<file path="src/hw/rtl/assert_macros.svh">
// Assertion shorthands for the pulse train channel; clk and rst in scope
`ifndef ASSERT_MACROS_SVH
`define ASSERT_MACROS_SVH

// property holds in the same cycle
`define TPT_ASSERT(lbl, prop, msg) \
  lbl: assert property (@(posedge clk) disable iff (rst) (prop)) else $error(msg);

// consequence holds in the cycle after the antecedent
`define TPT_ASSERT_NEXT(lbl, pre, post, msg) \
  lbl: assert property (@(posedge clk) disable iff (rst) (pre) |=> (post)) else $error(msg);

`endif

</file>
<file path="src/hw/rtl/tpt_pkg.sv">
package tpt_pkg;

  localparam int unsigned NowBits   = 32;
  localparam int unsigned SpanBits  = 16;
  localparam int unsigned CountBits = 16;
  localparam int unsigned IdxBits   = 3;
  localparam int unsigned InBytes   = 5;
  localparam int unsigned OutBytes  = 1;

  // channel modes
  localparam logic [1:0] MODE_COUNTED = 2'd0;
  localparam logic [1:0] MODE_TOGGLE  = 2'd1;
  localparam logic [1:0] MODE_PASS    = 2'd2;
  localparam logic [1:0] MODE_FREE    = 2'd3;

  // register indexes
  localparam logic [IdxBits-1:0] REG_MODE     = 3'd0;
  localparam logic [IdxBits-1:0] REG_WIDTH    = 3'd1;
  localparam logic [IdxBits-1:0] REG_INTERVAL = 3'd2;
  localparam logic [IdxBits-1:0] REG_LIMIT    = 3'd3;
  localparam logic [IdxBits-1:0] REG_DEBOUNCE = 3'd4;

  localparam logic [SpanBits-1:0] WIDTH_RESET    = 16'd50;
  localparam logic [SpanBits-1:0] INTERVAL_RESET = 16'd500;
  localparam logic [SpanBits-1:0] DEBOUNCE_RESET = 16'd500;

  typedef struct packed {
    logic [1:0]          mode;
    logic [SpanBits-1:0] width;
    logic [SpanBits-1:0] interval;
    logic [SpanBits-1:0] limit;
    logic [SpanBits-1:0] debounce;
  } cfg_t;

  typedef struct packed {
    logic                 level;
    logic                 burst;
    logic [CountBits-1:0] done;
    logic                 free;
  } ctl_t;

endpackage

</file>
<file path="src/hw/rtl/tpt_cfg.sv">
module tpt_cfg
  import tpt_pkg::*;
(
  input  logic                clk,
  input  logic                rst,
  input  logic                cfg_we,
  input  logic [IdxBits-1:0]  cfg_index,
  input  logic [SpanBits-1:0] cfg_data,
  output cfg_t                cfg
);

  always_ff @(posedge clk) begin
    if (rst) begin
      cfg.mode     <= MODE_COUNTED;
      cfg.width    <= WIDTH_RESET;
      cfg.interval <= INTERVAL_RESET;
      cfg.limit    <= '0;
      cfg.debounce <= DEBOUNCE_RESET;
    end else if (cfg_we) begin
      unique case (cfg_index)
        REG_MODE:     cfg.mode     <= cfg_data[1:0];
        REG_WIDTH:    cfg.width    <= cfg_data;
        REG_INTERVAL: cfg.interval <= cfg_data;
        REG_LIMIT:    cfg.limit    <= cfg_data;
        REG_DEBOUNCE: cfg.debounce <= cfg_data;
        default: ;
      endcase
    end
  end

endmodule

</file>
<file path="src/hw/rtl/tpt_step.sv">
module tpt_step
  import tpt_pkg::*;
#(
  parameter int unsigned TIME_BITS = 32
) (
  input  cfg_t                 cfg,
  input  ctl_t                 ctl,
  input  logic [TIME_BITS-1:0] start_time,
  input  logic [TIME_BITS-1:0] switch_time,
  input  logic                 trig,
  input  logic                 stop,
  input  logic [TIME_BITS-1:0] now,
  output ctl_t                 ctl_next,
  output logic [TIME_BITS-1:0] start_time_next,
  output logic [TIME_BITS-1:0] switch_time_next,
  output logic                 run
);

  logic [TIME_BITS-1:0] width_end;
  logic [TIME_BITS-1:0] interval_end;
  logic [TIME_BITS-1:0] debounce_end;
  logic                 width_done;
  logic                 interval_done;
  logic                 settled;
  logic [CountBits-1:0] done_inc;

  // sums wrap at the time width
  assign width_end     = start_time + TIME_BITS'(cfg.width);
  assign interval_end  = start_time + TIME_BITS'(cfg.interval);
  assign debounce_end  = switch_time + TIME_BITS'(cfg.debounce);
  assign width_done    = now >= width_end;
  assign interval_done = now >= interval_end;
  assign settled       = now >= debounce_end;
  assign done_inc      = ctl.done + CountBits'(1);

  always_comb begin
    ctl_next         = ctl;
    start_time_next  = start_time;
    switch_time_next = switch_time;
    run              = 1'b0;
    unique case (cfg.mode)
      MODE_COUNTED: begin
        if (stop) begin
          ctl_next.burst = 1'b0;
          ctl_next.level = 1'b0;
        end else if (trig && !ctl.burst) begin
          ctl_next.burst  = 1'b1;
          ctl_next.done   = '0;
          start_time_next = now;
          ctl_next.level  = 1'b1;
        end else if (!ctl.burst) begin
          ctl_next.level = 1'b0;
        end else if (ctl.level && width_done) begin
          ctl_next.level = 1'b0;
          if (cfg.limit == '0) begin
            ctl_next.done = '0;
          end else begin
            ctl_next.done = done_inc;
            if (done_inc >= cfg.limit) ctl_next.burst = 1'b0;
          end
        end else if (!ctl.level && interval_done) begin
          start_time_next = now;
          ctl_next.level  = 1'b1;
        end
        run = ctl_next.burst;
      end
      MODE_TOGGLE: begin
        if (stop) begin
          ctl_next.level = 1'b0;
        end else if (settled && trig) begin
          switch_time_next = now;
          ctl_next.level   = !ctl.level;
        end
      end
      MODE_PASS: begin
        ctl_next.level = trig && !stop;
      end
      MODE_FREE: begin
        if (stop) begin
          ctl_next.free  = 1'b0;
          ctl_next.level = 1'b0;
        end else if (!settled) begin
          ctl_next.level = ctl.level;
        end else if (trig) begin
          switch_time_next = now;
          if (ctl.free) begin
            ctl_next.free  = 1'b0;
            ctl_next.level = 1'b0;
          end else begin
            ctl_next.free   = 1'b1;
            start_time_next = now;
            ctl_next.level  = 1'b1;
          end
        end else if (ctl.free && ctl.level && width_done) begin
          ctl_next.level = 1'b0;
        end else if (ctl.free && !ctl.level && interval_done) begin
          start_time_next = now;
          ctl_next.level  = 1'b1;
        end
        run = ctl_next.free;
      end
      default: ;
    endcase
  end

endmodule

</file>
<file path="src/hw/rtl/triggered_pulse_train_channel.sv">
// Channel  | Dir | Handshake          | Payload
// s_*      | in  | s_tvalid/s_tready  | trigger_level, stop_level, now_ms
// m_*      | out | m_tvalid/m_tready  | out_level, run_active
// cfg_*    | in  | cfg_we             | register index, 16-bit data
// One word per cycle sustained while m_tready stays high; each word passes
// through the input register, then the result register, before it is on m_*.
// A word's step is one pass of three time adds and compares on the state.
// rst is synchronous: registers return to their defaults, state to idle.
// A stall on m_tready holds the result and lets one more word into the
// input register before s_tready drops.
`include "assert_macros.svh"

module triggered_pulse_train_channel
  import tpt_pkg::*;
#(
  parameter int unsigned TIME_BITS = 32
) (
  input  logic                  clk,
  input  logic                  rst,
  input  logic                  s_tvalid,
  output logic                  s_tready,
  input  logic [8*InBytes-1:0]  s_tdata,  // trigger_level, stop_level, now_ms[31:0], pad
  output logic                  m_tvalid,
  input  logic                  m_tready,
  output logic [8*OutBytes-1:0] m_tdata,  // out_level, run_active, pad
  input  logic                  cfg_we,
  input  logic [IdxBits-1:0]    cfg_index,
  input  logic [SpanBits-1:0]   cfg_data
);

  cfg_t cfg;

  logic                 in_valid;
  logic                 in_trig;
  logic                 in_stop;
  logic [NowBits-1:0]   in_now;
  logic                 advance;

  ctl_t                 ctl;
  ctl_t                 ctl_next;
  logic [TIME_BITS-1:0] start_time;
  logic [TIME_BITS-1:0] start_time_next;
  logic [TIME_BITS-1:0] switch_time;
  logic [TIME_BITS-1:0] switch_time_next;
  logic                 run_next;

  logic                 out_valid;
  logic                 out_level;
  logic                 out_run;

  tpt_cfg u_cfg (
    .clk       (clk),
    .rst       (rst),
    .cfg_we    (cfg_we),
    .cfg_index (cfg_index),
    .cfg_data  (cfg_data),
    .cfg       (cfg)
  );

  assign advance  = in_valid && (!out_valid || m_tready);
  assign s_tready = !in_valid || advance;

  // input register
  always_ff @(posedge clk) begin
    if (rst) begin
      in_valid <= 1'b0;
    end else if (s_tready) begin
      in_valid <= s_tvalid;
    end
  end

  always_ff @(posedge clk) begin
    if (s_tready && s_tvalid) begin
      in_trig <= s_tdata[0];
      in_stop <= s_tdata[1];
      in_now  <= s_tdata[NowBits+1:2];
    end
  end

  tpt_step #(
    .TIME_BITS (TIME_BITS)
  ) u_step (
    .cfg              (cfg),
    .ctl              (ctl),
    .start_time       (start_time),
    .switch_time      (switch_time),
    .trig             (in_trig),
    .stop             (in_stop),
    .now              (TIME_BITS'(in_now)),
    .ctl_next         (ctl_next),
    .start_time_next  (start_time_next),
    .switch_time_next (switch_time_next),
    .run              (run_next)
  );

  // channel state
  always_ff @(posedge clk) begin
    if (rst) begin
      ctl         <= '0;
      start_time  <= '0;
      switch_time <= '0;
    end else if (advance) begin
      ctl         <= ctl_next;
      start_time  <= start_time_next;
      switch_time <= switch_time_next;
    end
  end

  // result register
  always_ff @(posedge clk) begin
    if (rst) begin
      out_valid <= 1'b0;
    end else if (advance) begin
      out_valid <= 1'b1;
    end else if (m_tready) begin
      out_valid <= 1'b0;
    end
  end

  always_ff @(posedge clk) begin
    if (advance) begin
      out_level <= ctl_next.level;
      out_run   <= run_next;
    end
  end

  assign m_tvalid = out_valid;
  assign m_tdata  = {{(8*OutBytes-2){1'b0}}, out_run, out_level};

  `TPT_ASSERT_NEXT(a_stop_low, advance && in_stop, !out_level && !ctl.level,
                   "stop did not force the output low")
  `TPT_ASSERT_NEXT(a_pass_no_run, advance && cfg.mode == MODE_PASS, !out_run,
                   "run flag set in pass-through mode")
  `TPT_ASSERT_NEXT(a_level_tracks, advance, ctl.level == out_level,
                   "stored level differs from delivered level")
  `TPT_ASSERT(a_ready_room, !s_tready || !in_valid || advance,
              "input register overwritten while holding a word")

endmodule

</file>
<file path="config.mk">
export PLATFORM = sky130hd
export DESIGN_NAME = triggered_pulse_train_channel
export DESIGN_NICKNAME = d
export VERILOG_FILES = /design/src/hw/rtl/tpt_pkg.sv /design/src/hw/rtl/tpt_cfg.sv /design/src/hw/rtl/tpt_step.sv /design/src/hw/rtl/triggered_pulse_train_channel.sv
export VERILOG_INCLUDE_DIRS = /design/src /design/src/hw/rtl
export SDC_FILE = /design/constraint.sdc
export NUM_CORES = 1
export LEC_CHECK = 0
export ABC_AREA = 1
export BUFFER_PORTS_ARGS = -buffer_cell sky130_fd_sc_hd__buf_4
export CAP_MARGIN = 20
export CORE_MARGIN = 4
export CORE_UTILIZATION = 53
export DETAILED_ROUTE_END_ITERATION = 8
export MAX_ROUTING_LAYER = met4
export PLACE_DENSITY = 0.76
export SLEW_MARGIN = 20
export SYNTH_ARGS = -nofsm -noshare
export SYNTH_HDL_FRONTEND = slang
export SYNTH_SLANG_ARGS = --single-unit
</file>
<file path="constraint.sdc">
create_clock -name clk -period 11.6 [get_ports clk]
set_clock_uncertainty 0.15 [all_clocks]
set_input_delay 3.48 -clock clk [delete_from_list [all_inputs] [get_ports clk]]
set_output_delay 3.48 -clock clk [all_outputs]
set_load 0.01 [all_outputs]
</file>
==> flow_metrics.py, run 1 <==
metrics = {
    "run_status": {
        "status": "finished clean",
    },
    "grt": {
        "grt_max_degree": 110,
        "grt_pass1_vias": 10380,
        "grt_first_pass_wirelength_mm": 50.92,
        "gr-usage-all-layers": 0.2433,
        "antenna_found_initial": 0,
        "overflow": 0,
    },
    "detailed_routing": {
        "drc": 0,
        "drt_iter0_drc": 743,
        "vias": 11030,
        "postRouteWirelength_mm": 30.79,
        "dr.pass1.iters": 5,
        "wl_per_cell_um": 15.27,
        "antenna_left": 0,
        "via_per_inst": 5.472,
    },
    "clock_network": {
        "cts_sinks": 187,
        "clock_path_buffers": 2,
        "cts-root-buf": "clkbuf_16",
        "cts_tree": "done",
        "ctsResizeCount": 0,
        "clk_latency_ps": 450,
        "cts_setup_buffers": 0,
        "cts_buffers": 17,
        "path_clk_slew_ps": 80,
        "htreeDepth": 4,
        "hold_buffers": 0,
    },
    "timing": {
        "relSlewSlack": 0.3295,
        "final.setup.tns_ps": 0,
        "fin_hold_ws_ps": 323.7,
        "finalHoldViolations": 0,
        "fin_crit_sh": 0.6505,
        "fin_crit_ps": 7546,
        "slew_violations": 0,
        "worst_pin_slew_ps": 1006,
        "setup_ws_ps": 4054,
        "rsz0062_at_grt": "no",
        "setup_viol": 0,
        "max_freq_mhz": 132.5,
    },
    "power": {
        "power.share.switching": 0.2981,
        "cellLeakagePower_nw": 5.943,
        "clkPwrFrac": 0.371,
        "ir_worst_vdd_mv": 0.06801,
        "powerDensity_nw_per_um2": 109.9,
        "switchingPower_uw": 453.8,
        "internal-power_mw": 1.069,
        "p_total_mw": 1.522,
        "p_seq_frac": 0.471,
        "combPwrFrac": 0.158,
    },
    "critical_path": {
        "required_ps": 7970,
        "crit_arrival_ps": 3920,
        "crit_chain": "buf_4, inv_1, nand3_1, buf_4",
        "cp_common_cell": "buf_4",
        "cp_slowest_cell": "buf_4",
        "path_class": "input port to output pin",
        "critPathMaxFanout": 3,
        "startpoint_type": "input port",
        "crit_path_end_kind": "output pin",
        "critPathMaxStageDelay_ps": 160,
    },
    "place": {
        "io_buffers": 61,
        "placed_cell_area_um2": 13290,
        "gp_congestion": 0.9420,
        "pre_cts_slack_ps": 4050,
        "place_hpwl_mm": 23.24,
    },
    "synth": {
        "synth_edf_count": 36,
        "synth_top_area_cell": "dfxtp_1",
        "synth_top_area_share": 0.2393,
        "synth_area_per_cell_um2": 7.679,
        "syn-instance-count": 1645,
        "ys_warn_count": 0,
        "ys_async_sr_fraction": 0,
        "synthTopCellsByArea": "dfxtp_1 (24%), ha_1 (16%), edfxtp_1 (8.6%), nand2_1 (7.5%), nor2_1 (6.6%)",
        "synth_flop_cell": "dfxtp_1",
        "synth.cell_area_um2": 12630,
        "synthDistinctLibCells": 51,
        "ys_seq_area_frac": 0.3249,
        "ys_seq_elements": 187,
    },
    "cells_and_area": {
        "stdcell_area_um2": 13850,
        "final_common_cell": "nand2_1",
        "diodes": 0,
        "final_cell_mix": "nand2_1 (251), nor2_1 (222), ha_1 (166), a21oi_1 (158), dfxtp_1 (151)",
        "nNetsFinal": 1917,
        "synthToLayoutAreaGrowth_pct": 9.617,
        "layout-drive-gt1-share": 0.08662,
    },
    "floorplan": {
        "die-area_um2": 26370,
        "start_util": 0.5382,
        "die_width_um": 162.4,
        "pin_count": 74,
        "die-height_um": 162.4,
        "core_area_um2": 23470,
        "row_count": 56,
    },
    "run": {
        "maxCapViolCount": 0,
    },
    "min_path": {
        "hp-class": "flip-flop to flip-flop",
    },
}
==> synthesized netlist by cell type (11+ instances only) <==
master,instances
buf_4,11
o21ai_2,12
edfxtp_1,36
nand2_1,251
nor2_1,222
nand3_1,61
a21oi_1,158
ha_1,166
nor3_1,18
xnor2_1,27
o21ai_0,141
xor2_1,72
clkbuf_1,29
o21ai_1,20
dfxtp_1,151
nand4_1,24
inv_1,149
==> flip-flops by register name (all words and copies together) (netlist names) <==
register / count
in_valid: 1
in_now: 32
out_run: 1
in_trig: 1
out_level: 1
start_time: 32
ctl: 19
m_tvalid: 1
switch_time: 32
in_stop: 1
u_cfg.cfg: 66
==> path summary, 6_finish.rpt <==
path	start	to	slack, ps	cells past startpoint
setup / recovery	m_tready	s_tready	4050	4
hold reg to reg	u_cfg.cfg[38]	u_cfg.cfg[38]	320	2
setup reg to reg	u_cfg.cfg[0]	switch_time[0]	5770	25
hold / removal	u_cfg.cfg[38]	u_cfg.cfg[38]	320	2
==> worst max-delay path: cells and delay by family <==
family / cells / cell delay [ps]
buffers and inverters: 3 / 330
and+or+nand+nor: 1 / 100
==> cells by family after synthesis <==
logic type | synth area share
buffers and inverters | 0.06636
AOI/OAI and AO/OA | 0.1665
DFF | 0.3249
other | 0.0002969
and+or+nand+nor | 0.2041
adders and majority gates | 0.1692
xor gates and xnor gates | 0.06864
==> power groups by stage <==
stage / logic [mW] / clock network (mW) / registers, mW
CTS: 0.241 / 0.574 / 0.716
finish: 0.241 / 0.565 / 0.716
floorplan: 0.179 / 0 / 0.718
global placement: 0.230 / 0 / 0.731
detailed placement: 0.239 / 0 / 0.731
global route: 0.279 / 0.600 / 0.719
==> layout make-up <==
| class | count | area [um2] |
|---|---|---|
| Inverter | 154 | 580.6 |
| Sequential cell | 187 | 4104 |
| Timing Repair Buffer | 66 | 495.5 |
| Tap cell | 319 | 399.1 |
| Multi-Input combinational cell | 1258 | 7709 |
| Fill cell | 2107 | 9625 |
| Clock inverter | 15 | 133.9 |
| Clock buffer | 17 | 425.4 |
==> stage by stage <==
stage,util,std cells
6_report,0.5899,2016
5_1_grt,0.5899,2016
4_1_cts,0.5899,2016
3_5_place_dp,0.5661,1984
3_3_place_gp,0.5661,1984
2_1_floorplan,-,1650
==> metal layers <==
metal	vias to the layer above	part of all wire	routed length, um	global-route usage
met5	-	0	0	-
met4	0	0.028	876	0.07997
met2	248	0.49	14950	0.4125
li1	5609	-	-	-
met3	63	0.040	1235	0.03290
met1	5112	0.45	13720	0.3012
Power figures use the tool's default switching activity.
==> run 2: changes to the inputs <==
==> constraint.sdc (replaced) <==
create_clock -name clk -period 7.27 [get_ports clk]
set_clock_uncertainty 0.15 [all_clocks]
set_input_delay 2.181 -clock clk [delete_from_list [all_inputs] [get_ports clk]]
set_output_delay 2.181 -clock clk [all_outputs]
set_load 0.01 [all_outputs]
==> run 2 against run 1 <==
- clock-buffer cell count grew 3
- largest cell class unchanged
- sequential share of layout area decreased by 0.11 points
- hold slack gained 5.4 ps
- non-clock buffer count is 3 higher
- setup slack worse by 2600 ps
- design area grew 0.39%
- first-iteration DRC count is 0.81% higher
- total power rose by 62%
- combinational power is 59% higher
- sequential power is 59% higher
- sequential cell count unchanged
- via count decreased by 0.15%
==> flow_metrics.py, run 2 (same netlist as run 1, synthesis figures left out) <==
metrics = {
    "run_status": {
        "status": "finished clean",
    },
    "min_path": {
        "hold_start": "switch_time[31]",
        "hold_depth": 2,
        "hp-class": "flip-flop to flip-flop",
        "whs_endpoint": "switch_time[31]",
    },
    "timing": {
        "rsz0062_at_grt": "no",
        "finalHoldViolations": 0,
        "worst_pin_slew_ps": 990.6,
        "max_freq_mhz": 173.1,
        "final.setup.tns_ps": 0,
        "fin_crit_sh": 0.7948,
        "slew_violations": 0,
        "setup_ws_ps": 1492,
        "relSlewSlack": 0.3378,
        "fin_crit_ps": 5778,
        "setup_viol": 0,
        "fin_hold_ws_ps": 329.0,
    },
    "critical_path": {
        "r2r_slack_ps": 1490,
        "startpoint_type": "flip-flop",
        "r2r_cells": 25,
        "crit_path_end_kind": "flip-flop",
        "cp_common_cell": "nand2_1",
        "critPathBufInv": 2,
        "regToRegEndpoint": "switch_time[0]",
        "critPathMaxStageDelay_ps": 770,
        "crit_family": "compound AO/OA/AOI/OAI gates",
        "critPathMaxFanout": 38,
        "rr_startpoint": "u_cfg.cfg[0]",
        "crit_arrival_ps": 5940,
        "path_class": "flip-flop to flip-flop",
        "cp_slowest_cell": "clkinv_1",
        "required_ps": 7430,
    },
    "clock_network": {
        "path_clk_slew_ps": 80,
        "clock_path_buffers": 2,
        "hold_buffers": 0,
        "cts_setup_buffers": 0,
        "ctsResizeCount": 0,
        "cts-root-buf": "clkbuf_16",
        "htreeDepth": 4,
        "cts_buffers": 17,
        "cts_sinks": 187,
        "clk_latency_ps": 440,
        "cts_tree": "done",
    },
    "floorplan": {
        "die-height_um": 162.4,
        "die_width_um": 162.4,
        "core_area_um2": 23470,
        "row_count": 56,
        "die-area_um2": 26370,
        "start_util": 0.5382,
        "pin_count": 74,
    },
    "grt": {
        "overflow": 0,
        "grt_first_pass_wirelength_mm": 50.54,
        "antenna_found_initial": 0,
        "grt_max_degree": 65,
        "grt_pass1_vias": 10660,
        "gr-usage-all-layers": 0.2410,
    },
    "detailed_routing": {
        "antenna_left": 0,
        "drt_iter0_drc": 749,
        "via_per_inst": 5.456,
        "postRouteWirelength_mm": 30.46,
        "dr.pass1.iters": 8,
        "wl_per_cell_um": 15.09,
        "vias": 11020,
        "drc": 0,
    },
    "cells_and_area": {
        "largest_reg_flops": 66,
        "fin_util": 0.5922,
        "final_cells": 2019,
        "synthToLayoutAreaGrowth_pct": 10.04,
        "layout-drive-gt1-share": 0.08882,
        "regMostFlops": "u_cfg.cfg",
        "nNetsFinal": 1920,
        "final_cell_mix": "nand2_1 (251), nor2_1 (222), ha_1 (166), a21oi_1 (158), dfxtp_1 (151)",
        "final_common_cell": "nand2_1",
        "diodes": 0,
    },
    "place": {
        "gp_congestion": 0.9231,
        "io_buffers": 61,
        "dp.cells": 1987,
        "place_hpwl_mm": 23.24,
        "pre_cts_slack_ps": 1569,
    },
    "power": {
        "cellLeakagePower_nw": 5.967,
        "powerDensity_nw_per_um2": 177.2,
        "ir_worst_vdd_mv": 0.1269,
    },
    "run": {
        "maxCapViolCount": 0,
    },
}
[run 2: changes by cell type in the layout (fill, tap and decap cells not counted), sizes merged]
cell,change
buf,+3
clkbuf,+3
clkinv,-3
clkinvlp,+1
inv,-1
[run 2: layout make-up]
class	count	area, um2
clock buffers	20	467.9
inverters	154	580.6
fillers	2108	9572
well taps	319	399.1
repair buffers	69	518.0
flip-flops and latches	187	4104
multi-input cells	1258	7709
clock inverters	12	122.6
[run 2: worst max path at each step]
stage	startpoint	end	slack [ps]	depth (start not counted)
CTS	u_cfg.cfg[0]	switch_time[0]	1540	25
global route	u_cfg.cfg[0]	switch_time[0]	820	25
global placement	u_cfg.cfg[0]	switch_time[0]	1670	25
detailed placement	u_cfg.cfg[0]	switch_time[0]	1570	25
floorplan	m_tready	s_tready	2570	2
finish	u_cfg.cfg[0]	switch_time[0]	1490	25
[run 2: metrics by stage]
step | cell area, um2 | total power, mW
after global routing | 13900 | 2.588
after floorplan | 12650 | 1.431
after detailed placement | 13310 | 1.547
after global placement | 13310 | 1.531
final | 13900 | 2.463
after CTS | 13900 | 2.478
[run 2: worst register-to-register path, cell delays in order (launching register included)]
cell and delay [ps]:
dfxtp_1 320, ha_1 220, fa_1 420, nand3_1 90, nand3_1 130, a21oi_2 220, o21ai_2 140, a21boi_2 260
o21ai_2 120, a21oi_1 330, o21ai_2 150, nand3b_1 120, xor2_1 170, ha_1 250, nand2_1 80, o21a_1 130
a21oi_1 80, nor2_1 170, nand3_1 220, nand2_1 140, nand2_1 60, nand2_1 70, buf_4 360, clkinv_1 780
o21ai_0 410, a21oi_1 60
[run 2: power breakdown]
group | switching, mW | internal (mW) | leakage (nW)
registers | 0.0456 | 1.10 | 1.58
clock network | 0.452 | 0.484 | 0.284
logic | 0.226 | 0.158 | 4.11
total | 0.724 | 1.74 | 5.97
[run 2: metal layers]
| metal | GRT usage | up-vias | wire [um] |
|---|---|---|---|
| met4 | 0.08574 | 0 | 1008 |
| met2 | 0.4032 | 261 | 14750 |
| met1 | 0.2954 | 5065 | 13320 |
| li1 | - | 5622 | - |
| met5 | - | - | 0 |
| met3 | 0.04024 | 68 | 1378 |
==> run 3: changes to the inputs <==
==> constraint.sdc (replaced) <==
create_clock -name clk -period 5.6 [get_ports clk]
set_clock_uncertainty 0.15 [all_clocks]
set_input_delay 1.68 -clock clk [delete_from_list [all_inputs] [get_ports clk]]
set_output_delay 1.68 -clock clk [all_outputs]
set_load 0.01 [all_outputs]
==> run 3 against run 2 <==
- critical endpoint unchanged
- setup slack worse by 980 ps
- utilization is 0.14 points higher
- hold slack worse by 6.2 ps
==> flow_metrics.py, run 3 (same netlist as run 1, synthesis figures left out) <==
metrics = {
    "run_status": {
        "status": "finished clean",
    },
    "critical_path": {
        "rr_startpoint": "u_cfg.cfg[0]",
        "critPathMaxFanout": 27,
        "crit_path_end_kind": "flip-flop",
        "required_ps": 5760,
        "r2r_cells": 24,
        "startpoint_type": "flip-flop",
        "crit_path_start": "u_cfg.cfg[0]",
        "r2r_slack_ps": 510,
        "endpoint": "switch_time[0]",
        "regToRegEndpoint": "switch_time[0]",
        "crit_arrival_ps": 5250,
        "path_class": "flip-flop to flip-flop",
    },
    "clock_network": {
        "htreeDepth": 4,
        "clock_path_buffers": 2,
        "cts_tree": "done",
        "cts_setup_buffers": 0,
        "cts_sinks": 187,
        "clk_latency_ps": 440,
        "path_clk_slew_ps": 70,
        "ctsResizeCount": 0,
        "hold_buffers": 0,
        "cts-root-buf": "clkbuf_16",
        "cts_buffers": 17,
    },
    "cells_and_area": {
        "final_common_cell": "nand2_1",
        "fin_util": 0.5937,
        "regMostFlops": "u_cfg.cfg",
        "largest_reg_flops": 66,
        "final_cells": 2022,
        "synthToLayoutAreaGrowth_pct": 10.31,
        "layout-drive-gt1-share": 0.08984,
        "diodes": 0,
        "final_cell_mix": "nand2_1 (251), nor2_1 (222), ha_1 (166), a21oi_1 (158), dfxtp_1 (151)",
        "nNetsFinal": 1923,
    },
    "floorplan": {
        "die-height_um": 162.4,
        "pin_count": 74,
        "die_width_um": 162.4,
        "row_count": 56,
        "core_area_um2": 23470,
        "start_util": 0.5382,
        "die-area_um2": 26370,
    },
    "timing": {
        "finalHoldViolations": 0,
        "slew_violations": 0,
        "rsz0062_at_grt": "no",
        "fin_crit_ps": 5091,
        "final.setup.tns_ps": 0,
        "fin_crit_sh": 0.9091,
        "max_freq_mhz": 196.4,
        "relSlewSlack": 0.3299,
        "worst_pin_slew_ps": 1002,
        "setup_ws_ps": 509.1,
        "setup_viol": 0,
    },
    "detailed_routing": {
        "drc": 0,
        "wl_per_cell_um": 15.08,
        "antenna_left": 0,
        "via_per_inst": 5.471,
        "drt_iter0_drc": 694,
        "postRouteWirelength_mm": 30.50,
        "dr.pass1.iters": 5,
        "vias": 11060,
    },
    "place": {
        "gp_congestion": 0.9319,
        "io_buffers": 61,
        "dp.cells": 1989,
        "pre_cts_slack_ps": 311.4,
        "place_hpwl_mm": 23.23,
    },
    "grt": {
        "grt_pass1_vias": 10540,
        "overflow": 0,
        "grt_max_degree": 87,
        "antenna_found_initial": 0,
        "gr-usage-all-layers": 0.2372,
        "grt_first_pass_wirelength_mm": 49.91,
    },
    "power": {
        "p_total_mw": 3.195,
        "ir_worst_vdd_mv": 0.1342,
        "cellLeakagePower_nw": 5.985,
        "powerDensity_nw_per_um2": 229.3,
    },
    "min_path": {
        "hp-class": "flip-flop to flip-flop",
    },
    "run": {
        "maxCapViolCount": 0,
    },
}
## run 3: worst min-delay path by stage
stage,startpoint,endpoint,cells after the start
6_report,switch_time[31],switch_time[31],2
3_3_place_gp,u_cfg.cfg[37],u_cfg.cfg[37],2
4_1_cts,switch_time[31],switch_time[31],2
5_1_grt,switch_time[31],switch_time[31],2
3_5_place_dp,switch_time[31],switch_time[31],2
2_1_floorplan,u_cfg.cfg[34],u_cfg.cfg[34],2
## run 3: critical path, stage by stage, from the launching register on
cell and delay, ps:
dfxtp_1 330, ha_1 230, fa_1 420, nand3_1 100
nand3_1 130, a21oi_2 210, o21ai_2 120, a21boi_2 270
o21ai_2 120, a21oi_1 350, o21ai_0 160, xor2_1 160
ha_1 280, nand2_1 90, nor2_1 70, nand4_1 130
a21oi_1 80, nor2_1 170, nand3_1 230, nand2_1 140
nand2_1 60, nand2_1 130, clkinvlp_4 440, o21ai_0 330
a21oi_1 70
## run 3: cell type report
class                           count  area, um2
Timing Repair Buffer               72      553.0
Fill cell                        2117       9538
Tap cell                          319      399.1
Inverter                          154      584.3
Clock buffer                       24      514.2
Sequential cell                   187       4104
Clock inverter                      8      71.32
Multi-Input combinational cell   1258       7709
## run 3: per-stage QoR
step                instance area, um2  hold slack [ps]
floorplan                        12650            285.4
global placement                 13330            306.8
detailed placement               13330            315.6
CTS                              13910            326.1
global route                     13930            346.1
finish                           13930            322.9
## run 3: power breakdown
part	switching, mW	internal [mW]	leakage, nW
clock	0.554	0.657	0.286
combinational	0.294	0.206	4.12
sequential	0.0593	1.42	1.58
total	0.907	2.29	5.99
## run 3: per-layer routing
metal / vias up / GRT usage / part of all wire / routed length [um]
li1: 5628 / - / - / -
met1: 5088 / 0.2879 / 0.45 / 13690
met2: 269 / 0.4005 / 0.47 / 14470
met3: 77 / 0.03467 / 0.039 / 1198
met4: 0 / 0.09150 / 0.037 / 1133
met5: - / - / 0 / 0
